$ cat src/rtl/mtep_pkg.sv
`timescale 1ns / 1ps

package mtep_pkg;

    localparam int QueueDepth = 4;
    localparam int QueueAw    = $clog2(QueueDepth);
    localparam int QueueCw    = $clog2(QueueDepth + 1);

    localparam logic [7:0] ByteMeta   = 8'hFF;
    localparam logic [7:0] ByteSysex  = 8'hF0;
    localparam logic [7:0] ByteSysEsc = 8'hF7;
    localparam logic [7:0] MetaTempo  = 8'h51;
    localparam logic [7:0] MetaEnd    = 8'h2F;

    localparam logic [3:0] NibSystem   = 4'hF;
    localparam logic [3:0] NibNoteOff  = 4'h8;
    localparam logic [3:0] NibNoteOn   = 4'h9;
    localparam logic [3:0] NibProgram  = 4'hC;
    localparam logic [3:0] NibPressure = 4'hD;

    typedef struct packed {
        logic [7:0] data_byte;
        logic       track_start;
    } t_in_item;

    typedef struct packed {
        logic [1:0]  event_kind;
        logic [31:0] event_time;
        logic [6:0]  note_key;
        logic [23:0] tempo_value;
    } t_out_item;

    typedef enum logic [1:0] {
        EV_NOTE_START = 2'd0,
        EV_NOTE_END   = 2'd1,
        EV_TEMPO      = 2'd2,
        EV_TRACK_END  = 2'd3
    } t_event_kind;

    typedef enum logic [2:0] {
        BC_DATA    = 3'd0,
        BC_META    = 3'd1,
        BC_SYSEX   = 3'd2,
        BC_SYSTEM  = 3'd3,
        BC_CHANNEL = 3'd4
    } t_byte_class;

    typedef struct packed {
        t_in_item    item;
        t_byte_class cls;
        logic        two_data;
    } t_q_item;

    typedef enum logic [3:0] {
        PH_DELTA    = 4'd0,
        PH_STATUS   = 4'd1,
        PH_DATA     = 4'd2,
        PH_METATYPE = 4'd3,
        PH_LEN      = 4'd4,
        PH_SKIP     = 4'd5,
        PH_ENDED    = 4'd6
    } t_phase;

    // Program change and channel pressure carry one data byte, the rest two.
    function automatic logic two_data_bytes(input logic [7:0] status);
        return (status[7:4] != NibProgram) && (status[7:4] != NibPressure);
    endfunction

endpackage

$ cat src/rtl/mtep_front.sv
`timescale 1ns / 1ps

module mtep_front (
    input  mtep_pkg::t_in_item i_item,
    output mtep_pkg::t_q_item  o_entry
);

    mtep_pkg::t_byte_class cls;

    always_comb begin
        priority if (!i_item.data_byte[7]) begin
            cls = mtep_pkg::BC_DATA;
        end else if (i_item.data_byte == mtep_pkg::ByteMeta) begin
            cls = mtep_pkg::BC_META;
        end else if (i_item.data_byte == mtep_pkg::ByteSysex ||
                     i_item.data_byte == mtep_pkg::ByteSysEsc) begin
            cls = mtep_pkg::BC_SYSEX;
        end else if (i_item.data_byte[7:4] == mtep_pkg::NibSystem) begin
            cls = mtep_pkg::BC_SYSTEM;
        end else begin
            cls = mtep_pkg::BC_CHANNEL;
        end
    end

    assign o_entry.item     = i_item;
    assign o_entry.cls      = cls;
    assign o_entry.two_data = mtep_pkg::two_data_bytes(i_item.data_byte);

endmodule

$ cat src/rtl/mtep_queue.sv
`timescale 1ns / 1ps

module mtep_queue (
    input  logic              i_clk,
    input  logic              i_rst_n,
    input  logic              i_push,
    input  mtep_pkg::t_q_item i_push_entry,
    output logic              o_full,
    input  logic              i_pop,
    output logic              o_valid,
    output mtep_pkg::t_q_item o_head
);

    mtep_pkg::t_q_item r_mem [mtep_pkg::QueueDepth];
    logic [mtep_pkg::QueueAw-1:0] r_wr_ptr;
    logic [mtep_pkg::QueueAw-1:0] r_rd_ptr;
    logic [mtep_pkg::QueueCw-1:0] r_count;
    logic do_push;
    logic do_pop;

    function automatic logic [mtep_pkg::QueueCw-1:0] QueueCountStep(input logic step);
        return {{(mtep_pkg::QueueCw-1){1'b0}}, step};
    endfunction

    assign o_full  = (r_count == mtep_pkg::QueueCw'(mtep_pkg::QueueDepth));
    assign o_valid = (r_count != '0);
    assign o_head  = r_mem[r_rd_ptr];
    assign do_push = i_push && !o_full;
    assign do_pop  = i_pop && o_valid;

    always_ff @(posedge i_clk) begin
        if (do_push) begin
            r_mem[r_wr_ptr] <= i_push_entry;
        end
    end

    always_ff @(posedge i_clk) begin
        if (!i_rst_n) begin
            r_wr_ptr <= '0;
            r_rd_ptr <= '0;
            r_count  <= '0;
        end else begin
            if (do_push) begin
                r_wr_ptr <= r_wr_ptr + 1'b1;
            end
            if (do_pop) begin
                r_rd_ptr <= r_rd_ptr + 1'b1;
            end
            r_count <= r_count + QueueCountStep(do_push) - QueueCountStep(do_pop);
        end
    end

    a_count_bound: assert property (@(posedge i_clk) disable iff (!i_rst_n)
        r_count <= mtep_pkg::QueueCw'(mtep_pkg::QueueDepth))
        else $error("queue count beyond depth");

    a_ptr_gap: assert property (@(posedge i_clk) disable iff (!i_rst_n)
        (r_count == '0 || r_count == mtep_pkg::QueueCw'(mtep_pkg::QueueDepth))
            |-> (r_wr_ptr == r_rd_ptr))
        else $error("queue pointers disagree with count");

endmodule

$ cat src/rtl/mtep_back.sv
`timescale 1ns / 1ps

module mtep_back (
    input  logic                i_clk,
    input  logic                i_rst_n,
    input  logic                i_q_valid,
    input  mtep_pkg::t_q_item   i_q_head,
    output logic                o_q_pop,
    output logic                o_out_valid,
    input  logic                i_out_ready,
    output mtep_pkg::t_out_item o_out_data
);

    mtep_pkg::t_phase r_phase, n_phase, c_phase;
    logic [7:0]  r_rs, n_rs, c_rs;
    logic [27:0] r_delta, n_delta, c_delta;
    logic [31:0] r_time, n_time, c_time;
    logic [27:0] r_skip, n_skip, c_skip;
    logic [7:0]  r_meta, n_meta, c_meta;
    logic [7:0]  r_first, n_first, c_first;
    logic [23:0] r_tempo, n_tempo, c_tempo;
    logic [1:0]  r_left, n_left, c_left;

    logic                r_out_valid;
    mtep_pkg::t_out_item r_out;
    logic                emit;
    mtep_pkg::t_out_item ev;

    logic        ts;
    logic [7:0]  b;
    logic [27:0] len_next;
    logic [27:0] skip_dec;
    logic [27:0] delta_next;
    logic [23:0] tempo_next;

    assign o_q_pop = i_q_valid && (!r_out_valid || i_out_ready);
    assign ts      = i_q_head.item.track_start;
    assign b       = i_q_head.item.data_byte;

    // A track start clears the parser before its own byte is parsed.
    assign c_phase = ts ? mtep_pkg::PH_DELTA : r_phase;
    assign c_rs    = ts ? 8'd0  : r_rs;
    assign c_delta = ts ? 28'd0 : r_delta;
    assign c_time  = ts ? 32'd0 : r_time;
    assign c_skip  = ts ? 28'd0 : r_skip;
    assign c_meta  = ts ? 8'd0  : r_meta;
    assign c_first = ts ? 8'd0  : r_first;
    assign c_tempo = ts ? 24'd0 : r_tempo;
    assign c_left  = ts ? 2'd0  : r_left;

    assign len_next   = {c_skip[20:0], b[6:0]};
    assign skip_dec   = c_skip - {27'd0, (c_skip != 28'd0)};
    assign delta_next = {c_delta[20:0], b[6:0]};
    assign tempo_next = {c_tempo[15:0], b};

    always_comb begin
        n_phase = c_phase;
        unique case (c_phase)
            mtep_pkg::PH_STATUS: begin
                unique case (i_q_head.cls)
                    mtep_pkg::BC_DATA: begin
                        n_phase = (c_rs != 8'd0 && mtep_pkg::two_data_bytes(c_rs))
                                ? mtep_pkg::PH_DATA : mtep_pkg::PH_DELTA;
                    end
                    mtep_pkg::BC_META:    n_phase = mtep_pkg::PH_METATYPE;
                    mtep_pkg::BC_SYSEX:   n_phase = mtep_pkg::PH_LEN;
                    mtep_pkg::BC_CHANNEL: n_phase = mtep_pkg::PH_DATA;
                    default:              n_phase = mtep_pkg::PH_DELTA;
                endcase
            end
            mtep_pkg::PH_DATA: begin
                if (c_left != 2'd2) begin
                    n_phase = mtep_pkg::PH_DELTA;
                end
            end
            mtep_pkg::PH_METATYPE: begin
                n_phase = (b == mtep_pkg::MetaEnd) ? mtep_pkg::PH_ENDED : mtep_pkg::PH_LEN;
            end
            mtep_pkg::PH_LEN: begin
                if (!b[7]) begin
                    n_phase = (len_next == 28'd0) ? mtep_pkg::PH_DELTA : mtep_pkg::PH_SKIP;
                end
            end
            mtep_pkg::PH_SKIP: begin
                if (skip_dec == 28'd0) begin
                    n_phase = mtep_pkg::PH_DELTA;
                end
            end
            mtep_pkg::PH_ENDED: begin
                n_phase = mtep_pkg::PH_ENDED;
            end
            default: begin
                n_phase = b[7] ? mtep_pkg::PH_DELTA : mtep_pkg::PH_STATUS;
            end
        endcase
    end

    always_comb begin
        n_rs    = c_rs;
        n_delta = c_delta;
        n_time  = c_time;
        n_skip  = c_skip;
        n_meta  = c_meta;
        n_first = c_first;
        n_tempo = c_tempo;
        n_left  = c_left;
        emit    = 1'b0;
        ev.event_kind  = mtep_pkg::EV_NOTE_START;
        ev.event_time  = c_time;
        ev.note_key    = c_first[6:0];
        ev.tempo_value = 24'd0;
        unique case (c_phase)
            mtep_pkg::PH_STATUS: begin
                unique case (i_q_head.cls)
                    mtep_pkg::BC_DATA: begin
                        if (c_rs != 8'd0) begin
                            if (mtep_pkg::two_data_bytes(c_rs)) begin
                                n_first = b;
                                n_left  = 2'd1;
                            end else begin
                                n_first = 8'd0;
                                n_left  = 2'd0;
                            end
                        end
                    end
                    mtep_pkg::BC_META: begin
                        n_rs = 8'd0;
                    end
                    mtep_pkg::BC_SYSEX: begin
                        n_rs   = 8'd0;
                        n_meta = 8'd0;
                        n_skip = 28'd0;
                    end
                    mtep_pkg::BC_CHANNEL: begin
                        n_rs    = b;
                        n_first = 8'd0;
                        n_left  = i_q_head.two_data ? 2'd2 : 2'd1;
                    end
                    default: begin
                        n_rs = 8'd0;
                    end
                endcase
            end
            mtep_pkg::PH_DATA: begin
                if (c_left == 2'd2) begin
                    n_first = b;
                    n_left  = 2'd1;
                end else begin
                    n_left = 2'd0;
                    if (c_rs[7:4] == mtep_pkg::NibNoteOff) begin
                        emit          = 1'b1;
                        ev.event_kind = mtep_pkg::EV_NOTE_END;
                    end else if (c_rs[7:4] == mtep_pkg::NibNoteOn) begin
                        emit          = 1'b1;
                        ev.event_kind = (b == 8'd0) ? mtep_pkg::EV_NOTE_END
                                                    : mtep_pkg::EV_NOTE_START;
                    end
                end
            end
            mtep_pkg::PH_METATYPE: begin
                n_meta = b;
                if (b == mtep_pkg::MetaEnd) begin
                    emit          = 1'b1;
                    ev.event_kind = mtep_pkg::EV_TRACK_END;
                    ev.note_key   = 7'd0;
                end else begin
                    n_skip = 28'd0;
                end
            end
            mtep_pkg::PH_LEN: begin
                n_skip = len_next;
                if (!b[7]) begin
                    n_tempo = 24'd0;
                end
            end
            mtep_pkg::PH_SKIP: begin
                n_skip = skip_dec;
                if (c_meta == mtep_pkg::MetaTempo) begin
                    n_tempo = tempo_next;
                    if (skip_dec == 28'd0) begin
                        emit           = 1'b1;
                        ev.event_kind  = mtep_pkg::EV_TEMPO;
                        ev.note_key    = 7'd0;
                        ev.tempo_value = tempo_next;
                    end
                end
            end
            mtep_pkg::PH_ENDED: begin
                n_left = c_left;
            end
            default: begin
                if (b[7]) begin
                    n_delta = delta_next;
                end else begin
                    n_time  = c_time + {4'd0, delta_next};
                    n_delta = 28'd0;
                end
            end
        endcase
    end

    always_ff @(posedge i_clk) begin
        if (!i_rst_n) begin
            r_phase <= mtep_pkg::PH_DELTA;
            r_rs    <= '0;
            r_delta <= '0;
            r_time  <= '0;
            r_skip  <= '0;
            r_meta  <= '0;
            r_first <= '0;
            r_tempo <= '0;
            r_left  <= '0;
        end else if (o_q_pop) begin
            r_phase <= n_phase;
            r_rs    <= n_rs;
            r_delta <= n_delta;
            r_time  <= n_time;
            r_skip  <= n_skip;
            r_meta  <= n_meta;
            r_first <= n_first;
            r_tempo <= n_tempo;
            r_left  <= n_left;
        end
    end

    always_ff @(posedge i_clk) begin
        if (!i_rst_n) begin
            r_out_valid <= 1'b0;
        end else if (o_q_pop) begin
            r_out_valid <= emit;
        end else if (i_out_ready) begin
            r_out_valid <= 1'b0;
        end
    end

    always_ff @(posedge i_clk) begin
        if (o_q_pop && emit) begin
            r_out <= ev;
        end
    end

    assign o_out_valid = r_out_valid;
    assign o_out_data  = r_out;

    a_pop_slot_free: assert property (@(posedge i_clk) disable iff (!i_rst_n)
        o_q_pop |-> (!r_out_valid || i_out_ready))
        else $error("byte taken while the result register is blocked");

    a_ended_sticks: assert property (@(posedge i_clk) disable iff (!i_rst_n)
        (r_phase == mtep_pkg::PH_ENDED && !(o_q_pop && ts))
            |=> (r_phase == mtep_pkg::PH_ENDED))
        else $error("parser left the ended phase without a track start");

    a_data_pending: assert property (@(posedge i_clk) disable iff (!i_rst_n)
        (r_phase == mtep_pkg::PH_DATA) |-> (r_left != 2'd0 && r_rs != 8'd0))
        else $error("data phase with no data byte due");

    a_skip_nonzero: assert property (@(posedge i_clk) disable iff (!i_rst_n)
        (r_phase == mtep_pkg::PH_SKIP) |-> (r_skip != 28'd0))
        else $error("skip phase with nothing left to skip");

endmodule

$ cat src/rtl/midi_track_event_parser_unit.sv
`timescale 1ns / 1ps

// Channel  Direction  Beat                     Handshake
// in       input      t_in_item  (byte, start) i_in_valid / o_in_ready
// out      output     t_out_item (one event)   o_out_valid / i_out_ready
//
// One track byte per cycle is taken in steady state while the queue is not full; each byte is one state update.
// An accepted byte is written into the queue; any event it yields is registered when the parser pops it.
// A four-entry queue sits between the byte classifier and the parser.
// The parser only advances when the result register is empty or being taken.
// Reset is synchronous, active low, and clears the queue and parser state.
module midi_track_event_parser_unit (
    input  logic                i_clk,
    input  logic                i_rst_n,
    input  logic                i_in_valid,
    output logic                o_in_ready,
    input  mtep_pkg::t_in_item  i_in_data,
    output logic                o_out_valid,
    input  logic                i_out_ready,
    output mtep_pkg::t_out_item o_out_data
);

    mtep_pkg::t_q_item push_entry;
    mtep_pkg::t_q_item head;
    logic              q_full;
    logic              q_valid;
    logic              q_pop;

    assign o_in_ready = !q_full;

    mtep_front u_front (
        .i_item  (i_in_data),
        .o_entry (push_entry)
    );

    mtep_queue u_queue (
        .i_clk        (i_clk),
        .i_rst_n      (i_rst_n),
        .i_push       (i_in_valid),
        .i_push_entry (push_entry),
        .o_full       (q_full),
        .i_pop        (q_pop),
        .o_valid      (q_valid),
        .o_head       (head)
    );

    mtep_back u_back (
        .i_clk       (i_clk),
        .i_rst_n     (i_rst_n),
        .i_q_valid   (q_valid),
        .i_q_head    (head),
        .o_q_pop     (q_pop),
        .o_out_valid (o_out_valid),
        .i_out_ready (i_out_ready),
        .o_out_data  (o_out_data)
    );

endmodule

$ cat config.mk
export PLATFORM = sky130hd
export DESIGN_NAME = midi_track_event_parser_unit
export DESIGN_NICKNAME = d
export VERILOG_FILES = /design/src/rtl/mtep_pkg.sv /design/src/rtl/mtep_front.sv /design/src/rtl/mtep_queue.sv /design/src/rtl/mtep_back.sv /design/src/rtl/midi_track_event_parser_unit.sv
export SDC_FILE = /design/constraint.sdc
export NUM_CORES = 1
export LEC_CHECK = 0
export BUFFER_PORTS_ARGS = -buffer_cell sky130_fd_sc_hd__buf_2
export CELL_PAD_IN_SITES_DETAIL_PLACEMENT = 1
export CELL_PAD_IN_SITES_GLOBAL_PLACEMENT = 1
export CORE_ASPECT_RATIO = 0.5
export CORE_MARGIN = 4
export CORE_UTILIZATION = 40
export DETAILED_ROUTE_END_ITERATION = 16
export PLACE_DENSITY_LB_ADDON = 0.1
export SLEW_MARGIN = 10
export SYNTH_ARGS = -nofsm -noshare
export SYNTH_HDL_FRONTEND = slang
export SYNTH_HIERARCHICAL = 1
export SYNTH_SLANG_ARGS = --single-unit
$ cat constraint.sdc
create_clock -name i_clk -period 16.3 [get_ports i_clk]
set_clock_uncertainty 0.05 [all_clocks]
set_input_delay 0 -clock i_clk [delete_from_list [all_inputs] [get_ports i_clk]]
set_output_delay 0 -clock i_clk [all_outputs]
set_load 0.05 [all_outputs]
==> metrics.yaml, run 1 <==
ios: 80
min-delay-start: "i_in_data[0]"
htreeDepth: 1
fin_nets: 1396
synth_nets: 1361
r2r-end: "u_back/o_out_data[54]"
cts_buffers: 25
postSynthCellCount: 1310
io_buffers: 79
multiInputGateArea_um2: 6026
yosysUniqueCellTypes: 83
path_buf_inv: 2
ff_latch_area_um2: 6236
r2r_setup_slack_ns: 8.27
cap_violations: 0
max-slew-margin-rel_pct: 23.23
drt-total-wl_um: 36900
wl_per_cell_um: 20.65
grt_pass1_wl_um: 59450
fp.dieArea_um2: 34900
hold_class: "in -> reg"
total_power_w: 0.002353
grt_max_degree: 76
drt_pass1_iterations: 5
die_height_um: 134.1
vdd_drop_max_mv: 0.07885
worstHoldEndpoint: "u_queue/r_mem[3][4]"
layout_common_cells: "150 x nor2_1, 136 x dfxtp_1, 117 x edfxtp_1, 93 x nand2_1, 79 x buf_2"
num-fill-cells: 3497
antenna_found_initial: 0
setup_tns_ns: 0
rr_worst_depth: 15
layout_commonest_cell: "nor2_1"
core.rowCount: 45
cts-root-buf: "clkbuf_16"
grt_pass1_vias: 10600
yosys_warnings: 6
fmax_mhz: 124.5
clockBufferDepth: 3
worstHoldPathCells: 2
crit_chain: "mux4_4 > inv_1 > nand2_1 > ha_1 > ha_1 > nor2_1 > a31oi_1 > o21ai_0 > nand4_1 > or4b_2 > nor3_4 > or2b_4 > nor2_1 > nor2_4 > buf_4"
cts_tree: "yes"
crit_type: "reg -> reg"
dr.first_iter.drc_count: 640
worst_pin_slew_ns: 1.145
drc_errors: 0
core-area_um2: 30800
required_ns: 16.43
crit_path_start_kind: "register"
area_delta_synth_final_pct: 12.57
slowest_stage: "mux4_4"
async_reset_ff_share_pct: 0
status: "finished, final reports clean"
arrival_ns: 8.16
finalHoldViolCount: 0
clock-sinks: 253
drt-vias-per-instance: 5.809
start_util_pct: 41.31
pwr_density_cell_nw_per_um2: 164.3
grt_usage_pct: 21.02
finalCritPeriodShare_pct: 49.26
cts_resized: 0
netlist_area_um2: 12720
ys.flop_type: "dfxtp_1"
n_antenna_cell: 0
synth-seq-cells: 253
utilization_pct: 46.50
stdcell_count: 1787
placed_cells: 1728
num_vias: 10380
period_needed_ns: 8.030
rsz0062_at_grt: "false"
synth_edf_count: 117
fin_ws_ns: 8.270
setup_violations: 0
postRouteAntennaNets: 0
leakagePower_nw: 5.463
clock_latency_ns: 0.55
holdBufCountCts: 13
gp_congestion: 0.8930
cp-end-kind: "register"
clk_pin_slew_ns: 0.06
chipWidth_um: 260.2
drive_gt1_share_pct: 12.76
dpl_worst_slack_ns: 8.171
drv_slew: 0
grt-ovfl-total: 0
seq_area_frac_synth_pct: 49.02
cts_setup_buffers: 0
worst_path_largest_cell_delay_ns: 1.09
worst-path-max-fanout: 55
syn_area_per_cell_um2: 9.712
crit_family: "simple AND/OR/NAND/NOR gates"
place_hpwl_um: 25290
## worst max-delay path by stage
stage | to | slack (ns) | cells after the start
5_1_grt | u_back/o_out_data[14] | 7.61 | 15
3_5_place_dp | u_back/o_out_data[54] | 8.17 | 15
2_1_floorplan | u_back/o_out_data[0] | 7.82 | 22
3_3_place_gp | u_back/o_out_data[54] | 8.40 | 15
4_1_cts | u_back/o_out_data[54] | 8.14 | 15
6_report | u_back/o_out_data[54] | 8.27 | 15
## report_power, final
| group | internal [W] | total, W | switching [W] |
|---|---|---|---|
| registers | 0.000720 | 0.000812 | 0.0000914 |
| logic | 0.000318 | 0.000944 | 0.000626 |
| clock network | 0.000339 | 0.000597 | 0.000258 |
| total | 0.00138 | 0.00235 | 0.000976 |
## logic make-up after synthesis
kind of cell / Yosys count / share of synthesized area, %
simple gates: 511 / 20.50
flops: 253 / 49.02
buf+inv: 115 / 3.836
xor+xnor: 32 / 2.203
mux: 22 / 3.068
fa+ha+maj: 38 / 3.855
compound gates: 339 / 17.53
## worst reg2reg max path: stages, from the launching register on
cell and delay (ns):
dfxtp_1 0.86, mux4_4 1.09, inv_1 0.74, nand2_1 0.19
ha_1 0.36, ha_1 0.41, nor2_1 0.57, a31oi_1 0.10
o21ai_0 0.15, nand4_1 0.15, or4b_2 0.79, nor3_4 0.70
or2b_4 0.28, nor2_1 0.08, nor2_4 0.54, buf_4 0.59
## flip-flops by register name, summed over array words and instances, names as in the netlist, 3 cells and up, named ones only
name,cells
u_back/r_time,32
u_back/r_delta,21
u_back/r_tempo,16
u_back/r_first,7
u_back/o_out_data,65
u_back/r_rs,8
u_back/r_phase,4
u_back/r_skip,28
u_queue/r_mem,52
u_queue/r_count,3
u_back/r_meta,8
## through the flow
step / cell area (um^2) / hold WS [ns]
after global placement: 13340 / 0.1889
after global routing: 14320 / 0.2132
after floorplan: 12720 / 0.1459
after CTS: 14320 / 0.1838
after detailed placement: 13340 / 0.1978
final: 14320 / 0.2160
## Yosys cell counts, drive strengths merged (7+ instances only)
| library cell | count | area, um^2 |
|---|---|---|
| nand4 | 16 | 106.4 |
| ha | 36 | 450.4 |
| mux2i | 9 | 90.09 |
| nand3 | 33 | 165.2 |
| nor2b | 66 | 412.9 |
| edfxtp | 117 | 3513 |
| a21oi | 69 | 349.1 |
| nand2b | 7 | 43.79 |
| dfxtp | 136 | 2723 |
| a211oi | 8 | 60.06 |
| buf | 20 | 128.9 |
| nor2 | 152 | 573.1 |
| o211ai | 15 | 112.6 |
| inv | 21 | 78.83 |
| o21a | 14 | 105.1 |
| o21ai | 78 | 394.1 |
| xor2 | 15 | 131.4 |
| and2 | 43 | 270.3 |
| mux4 | 13 | 300.3 |
| clkbuf | 74 | 280.3 |
| nand2 | 93 | 349.1 |
| or3 | 8 | 50.05 |
| xnor2 | 17 | 148.9 |
| o221ai | 8 | 70.07 |
| nor4 | 18 | 112.6 |
| a22oi | 71 | 533.0 |
| or4 | 15 | 123.9 |
| nor3 | 30 | 161.4 |
| and3 | 7 | 43.79 |
| a31oi | 18 | 112.6 |
| a21o | 15 | 112.6 |
## layout make-up
cell class / instances / area share [%]
sequential: 253 / 43.54
timing repair buffer: 102 / 4.194
clock buffer: 29 / 4.831
tap: 423 / 3.696
inverter: 21 / 0.5591
clock inverter: 17 / 1.101
multi-input combinational: 942 / 42.08
## layer usage
metal / GRT usage, % / up-vias / wire length, um
li1: - / 4881 / -
met2: 34.91 / 241 / 17160
met3: 2.754 / 40 / 1683
met1: 30.01 / 5219 / 17530
met4: 3.572 / 0 / 531
met5: 0 / - / 0
No activity file was read; power rests on OpenSTA's default activity.
==> run 2: changes to the inputs <==
ABC_AREA = 1   (was unset)
clock period = 6.4 ns   (was 16.3 ns; I/O delays follow)
==> run 2 against run 1 <==
Net effect:
- sequential power grew to 2.8 times the previous value
- critical path depth grew 9
- flip-flop and latch count is the same
- area after synthesis grew 11%
- clock power grew to 2.5 times the previous value
- power grew to 3.5 times the previous value
- global-route usage grew 2.6 points
- largest cell class is now multi-input combinational cells
==> metrics.yaml, run 2 <==
place_hpwl_um: 32260
fp.dieArea_um2: 38550
cts_tree: "yes"
drt-vias-per-instance: 5.508
setup_violations: 0
drt-total-wl_um: 45970
crit_chain: "inv_2 > o21ai_1 > o22ai_4 > inv_2 > buf_4 > nand2_1 > nand2_1 > nor4_1 > nand2_1 > ha_1 > ha_1 > nand3_2 > nor2_2 > nand2_1 > xor2_1 > nand2_1 > nor2_1 > nand2_1 > nor2_2 > nand4_4 > nand2_1 > o21ai_0 > inv_2 > buf_12"
cts_buffers: 25
place_area_um2: 14860
yosys.area.top_type: "edfxtp_1"
grt-ovfl-total: 0
core.rowCount: 48
status: "finished, final reports clean"
grt_pass1_wl_um: 73440
core-area_um2: 34650
grt_max_degree: 85
clock_latency_ns: 0.55
worst-path-max-fanout: 65
netlist_area_um2: 14120
grt_usage_pct: 23.62
synth_nets: 1872
finalHoldViolCount: 0
yosys_warnings: 6
drc_errors: 0
yosysUniqueCellTypes: 55
drive_gt1_share_pct: 10.38
area_delta_synth_final_pct: 11.80
grt_pass1_vias: 13250
layout_commonest_cell: "nand2_1"
n_antenna_cell: 0
fmax_mhz: 189.3
drv_slew: 0
num_vias: 13020
cap_violations: 0
wl_per_cell_um: 19.44
multiInputGateArea_um2: 6491
finalCritPeriodShare_pct: 82.52
io_buffers: 79
synth_top_cell_area_share_pct: 24.89
gp_congestion: 0.8949
num-fill-cells: 4271
ys.flop_type: "dfxtp_1"
ff_latch_area_um2: 6236
fin_ws_ns: 1.119
layout_common_cells: "331 x nand2_1, 236 x inv_1, 202 x nor2_1, 146 x a21oi_1, 137 x o21ai_0"
dpl_worst_slack_ns: 1.133
synthTopCellsByCount: "332 x nand2_1, 238 x inv_1, 202 x nor2_1, 146 x a21oi_1, 137 x o21ai_0"
worst_path_largest_cell_delay_ns: 0.59
setup_tns_ns: 0
hold_class: "in -> reg"
ios: 80
slowest_stage: "dfxtp_1"
required_ns: 6.55
antenna_found_initial: 0
crit_type: "reg -> reg"
clk_pin_slew_ns: 0.07
min-delay-start: "i_rst_n"
htreeDepth: 1
synth_edf_count: 117
max-slew-margin-rel_pct: 17.29
worst_pin_slew_ns: 1.236
yosysMostFrequentCell: "nand2_1"
leakagePower_nw: 6.594
rsz0062_at_grt: "false"
clock-sinks: 253
postRouteAntennaNets: 0
pwr_density_cell_nw_per_um2: 515.4
crit_path_start_kind: "register"
seq_area_frac_synth_pct: 44.17
largest_reg_flops: 65
fin_nets: 1922
start_util_pct: 40.74
clockBufferDepth: 3
cts-root-buf: "clkbuf_16"
die_height_um: 140.8
chipWidth_um: 273.7
synthTopCellsByArea: "edfxtp_1 25%, dfxtp_1 19%, nand2_1 8.8%"
period_needed_ns: 5.281
synth-seq-cells: 253
async_reset_ff_share_pct: 0
vdd_drop_max_mv: 0.2539
syn_area_per_cell_um2: 7.752
stdcell_area_um2: 15780
cts_resized: 0
drt_pass1_iterations: 7
crit_top_cell: "nand2_1"
arrival_ns: 5.44
dr.first_iter.drc_count: 869
cp-end-kind: "register"
postSynthCellCount: 1821
-- run 2: power breakdown --
group          leakage (nW)  internal (W)  switching [W]
logic                  4.07       0.00123        0.00310
clock network         0.395      0.000851       0.000660
registers              2.13       0.00206       0.000233
-- run 2: metrics by stage --
step	power, W	cells	hold WS, ns	util (%)
finish	0.008134	2364	0.04630	45.54
global route	0.008806	2364	0.07890	45.54
CTS	0.008155	2364	0.03382	45.54
detailed placement	0.006605	2308	0.1900	42.89
global placement	0.006446	2308	0.1911	42.89
floorplan	0.005369	1821	0.04345	-
-- run 2: kinds of logic after synthesis --
family	count (synthesis)	synth area share (%)
and+or+nand+nor	689	20.66
AOI/OAI and AO/OA	478	20.21
buffers and inverters	339	9.997
DFF	253	44.17
adders and majority gates	38	3.474
xor gates and xnor gates	24	1.489
-- run 2: final timing paths --
| path | slack (ns) | cells past startpoint | end |
|---|---|---|---|
| setup / recovery | 1.12 | 24 | u_back/o_out_data[61] |
| hold / removal | 0.05 | 4 | u_queue/r_wr_ptr[0] |
| setup reg to reg | 1.12 | 24 | u_back/o_out_data[61] |
| hold reg to reg | 0.42 | 2 | u_back/r_time[9] |
-- run 2: cell type report --
class                      instances  share of cell area [%]
clock buffer                      31                   4.170
clock inverter                    14                  0.9593
inverter                         244                   5.851
multi-input combinational       1229                   41.13
sequential                       253                   39.51
tap                              475                   3.766
timing repair buffer             118                   4.614
-- run 2: critical path: cells and delay by family (launching register included) --
kind | cells | cell delay, ns
buf+inv | 5 | 1.32
flops | 1 | 0.59
simple gates | 13 | 1.87
fa+ha+maj | 2 | 0.46
compound gates | 3 | 0.38
xor+xnor | 1 | 0.21
-- run 2: timing repair --
action / 4_1_cts / 5_1_grt
setup buffers: 0 / 0
endpoints found under the hold margin: 55 / 0
hold buffers: 11 / 0
-- run 2: layer usage --
layer,up-vias,part of all wire [%],GRT usage (%)
li1,6291,-,-
met1,6431,46,31.92
met2,226,47,40.14
met3,72,4.1,3.554
met4,0,2.3,5.710
met5,-,0,0
==> run 3: changes to the inputs <==
ABC_AREA = 0   (was 1)
clock period = 4.6 ns   (was 6.4 ns; I/O delays follow)
==> run 3 against run 2 <==
Net effect:
- register-to-register slack got worse by 1.0 ns
- maximum frequency is 17% higher
- critical endpoint is now u_back/o_out_data[30]
- sequential share of layout area rose by 2.0 points
- die area decreased by 9.5%
- global-route usage shrank 1.3 points
- first-iteration DRC count decreased by 4.4%
- flip-flop and latch count stayed put
==> metrics.yaml, run 3 (synthesis gave the netlist of run 1 again) <==
drive_gt1_share_pct: 17.74
status: "finished, final reports clean"
worst-path-max-fanout: 18
grtUsageMet3_pct: 4.320
hold_class: "in -> reg"
cp-end-kind: "register"
vdd_drop_max_mv: 0.2873
cts_tree: "yes"
io_buffers: 79
wl_per_cell_um: 21.38
grt_usage_pct: 22.27
n_antenna_cell: 0
gp_congestion: 0.9422
antenna_found_initial: 0
dr.first_iter.drc_count: 831
worst_pin_slew_ns: 0.9744
clockBufferDepth: 3
clk_pin_slew_ns: 0.07
start_util_pct: 41.31
htreeDepth: 1
whs_ns: 0.1903
drt_pass1_iterations: 5
crit_chain: "or4_1 > nor2_1 > a31oi_1 > or3_4 > ha_4 > ha_4 > buf_4 > o21ai_0 > o21ba_2 > a21oi_2 > a211oi_1 > or4b_4 > nor3_4 > or2b_4 > nor2_2 > nor2_4 > buf_12 > clkbuf_16"
worst_path_largest_cell_delay_ns: 0.59
rr_worst_depth: 18
crit_top_cell: "ha_4"
cts-root-buf: "clkbuf_16"
fmax_mhz: 221.4
grt_max_degree: 59
max-slew-margin-rel_pct: 35.04
finalHoldViolCount: 0
postRouteAntennaNets: 0
arrival_ns: 4.71
largest_reg_flops: 65
drt-vias-per-instance: 5.800
total_power_w: 0.009051
min-delay-start: "i_in_data[0]"
setup_violations: 0
grt-ovfl-total: 0
setup_tns_ns: 0
crit_path_start_kind: "register"
placed_cells: 1781
drt-total-wl_um: 39540
core-area_um2: 30800
worstHoldEndpoint: "u_queue/r_mem[1][4]"
clock_latency_ns: 0.55
worstHoldPathCells: 2
crit_type: "reg -> reg"
r2r-end: "u_back/o_out_data[30]"
fp.dieArea_um2: 34900
cap_violations: 0
leakagePower_nw: 5.830
die_height_um: 134.1
drc_errors: 0
fin_nets: 1458
period_needed_ns: 4.517
layout_common_cells: "148 x nor2_1, 135 x dfxtp_1, 117 x edfxtp_1, 93 x nand2_1, 79 x buf_2"
slowest_stage: "or4_1"
required_ns: 4.80
area_delta_synth_final_pct: 18.26
drv_slew: 0
place_hpwl_um: 27180
core.rowCount: 45
stdcell_count: 1849
cts_buffers: 25
pwr_density_cell_nw_per_um2: 601.5
grtUsageMet1_pct: 31.58
r2r_start: "u_back/r_skip[10]"
layout_commonest_cell: "nor2_1"
grt_busiest_layer: "met2"
grt_pass1_wl_um: 62290
r2r_setup_slack_ns: 0.08
ios: 80
grtUsageMet2_pct: 35.38
finalCritPeriodShare_pct: 98.19
utilization_pct: 48.85
num-fill-cells: 3454
clock-sinks: 253
grt_pass1_vias: 11000
chipWidth_um: 260.2
num_vias: 10730
run 3: changes by cell type in the layout (fill, tap and decap cells not counted), sizes merged, moves of 59 or more:
cell   change
nor2      -63
inv      -219
a22oi     +59
o21ai     -71
nand2    -246
a21oi     -77
nor2b     +66
run 3: timing repair:
action / in CTS / in global routing
hold buffers: 13 / 0
gates resized for setup: 0 / 10
hold endpoints to repair: 68 / 0
setup buffers: 2 / 5
setup endpoints to repair: 65 / 70
pin swaps: 0 / 6
gates cloned: 0 / 2
run 3: power by group:
group / switching [W] / internal (W) / total (W)
Clock: 0.000931 / 0.00129 / 0.00222
Combinational: 0.00257 / 0.00152 / 0.00409
Sequential: 0.000186 / 0.00255 / 0.00274
Total: 0.00369 / 0.00536 / 0.00905
run 3: area by class of cell:
class / instances / area [um^2] / share of cell area [%]
multi-input cells: 942 / 6167 / 40.99
flip-flops and latches: 253 / 6240 / 41.47
clock buffers: 27 / 633.1 / 4.208
inverters: 21 / 80.08 / 0.5322
clock inverters: 19 / 241.5 / 1.605
well taps: 423 / 529.3 / 3.518
repair buffers: 164 / 1155 / 7.676
run 3: worst max-delay path by stage:
stage | end | cells after the start | startpoint
2_1_floorplan | u_back/o_out_data[0] | 20 | register
3_3_place_gp | u_back/o_out_data[22] | 16 | register
3_5_place_dp | u_back/o_out_data[22] | 16 | u_queue/r_mem[3][4]
4_1_cts | u_back/o_out_data[21] | 16 | u_queue/r_mem[2][4]
5_1_grt | u_back/o_out_data[25] | 18 | u_back/r_skip[10]
6_report | u_back/o_out_data[30] | 18 | u_back/r_skip[10]
run 3: critical path, delay by kind of cell (launching register included):
| family | cells | cell delay, ns |
|---|---|---|
| AND/OR/NAND/NOR | 8 | 2.27 |
| AO/OA/AOI/OAI | 5 | 0.65 |
| buffers and inverters | 3 | 0.49 |
| adder cells (fa/ha/maj) | 2 | 0.42 |
| flip-flops | 1 | 0.32 |
run 3: per-layer routing:
metal	up-vias	wire [um]
met3	66	2297
li1	5015	-
met1	5375	18590
met5	-	0
met4	0	909
met2	269	17740
run 3: per-stage QoR:
stage	cell area, um^2	setup WS [ns]
6_report	15050	0.08335
5_1_grt	15050	-0.009079
4_1_cts	14900	0.05090
3_5_place_dp	13880	-0.08235
3_3_place_gp	13880	0.1106
2_1_floorplan	12910	-1.111
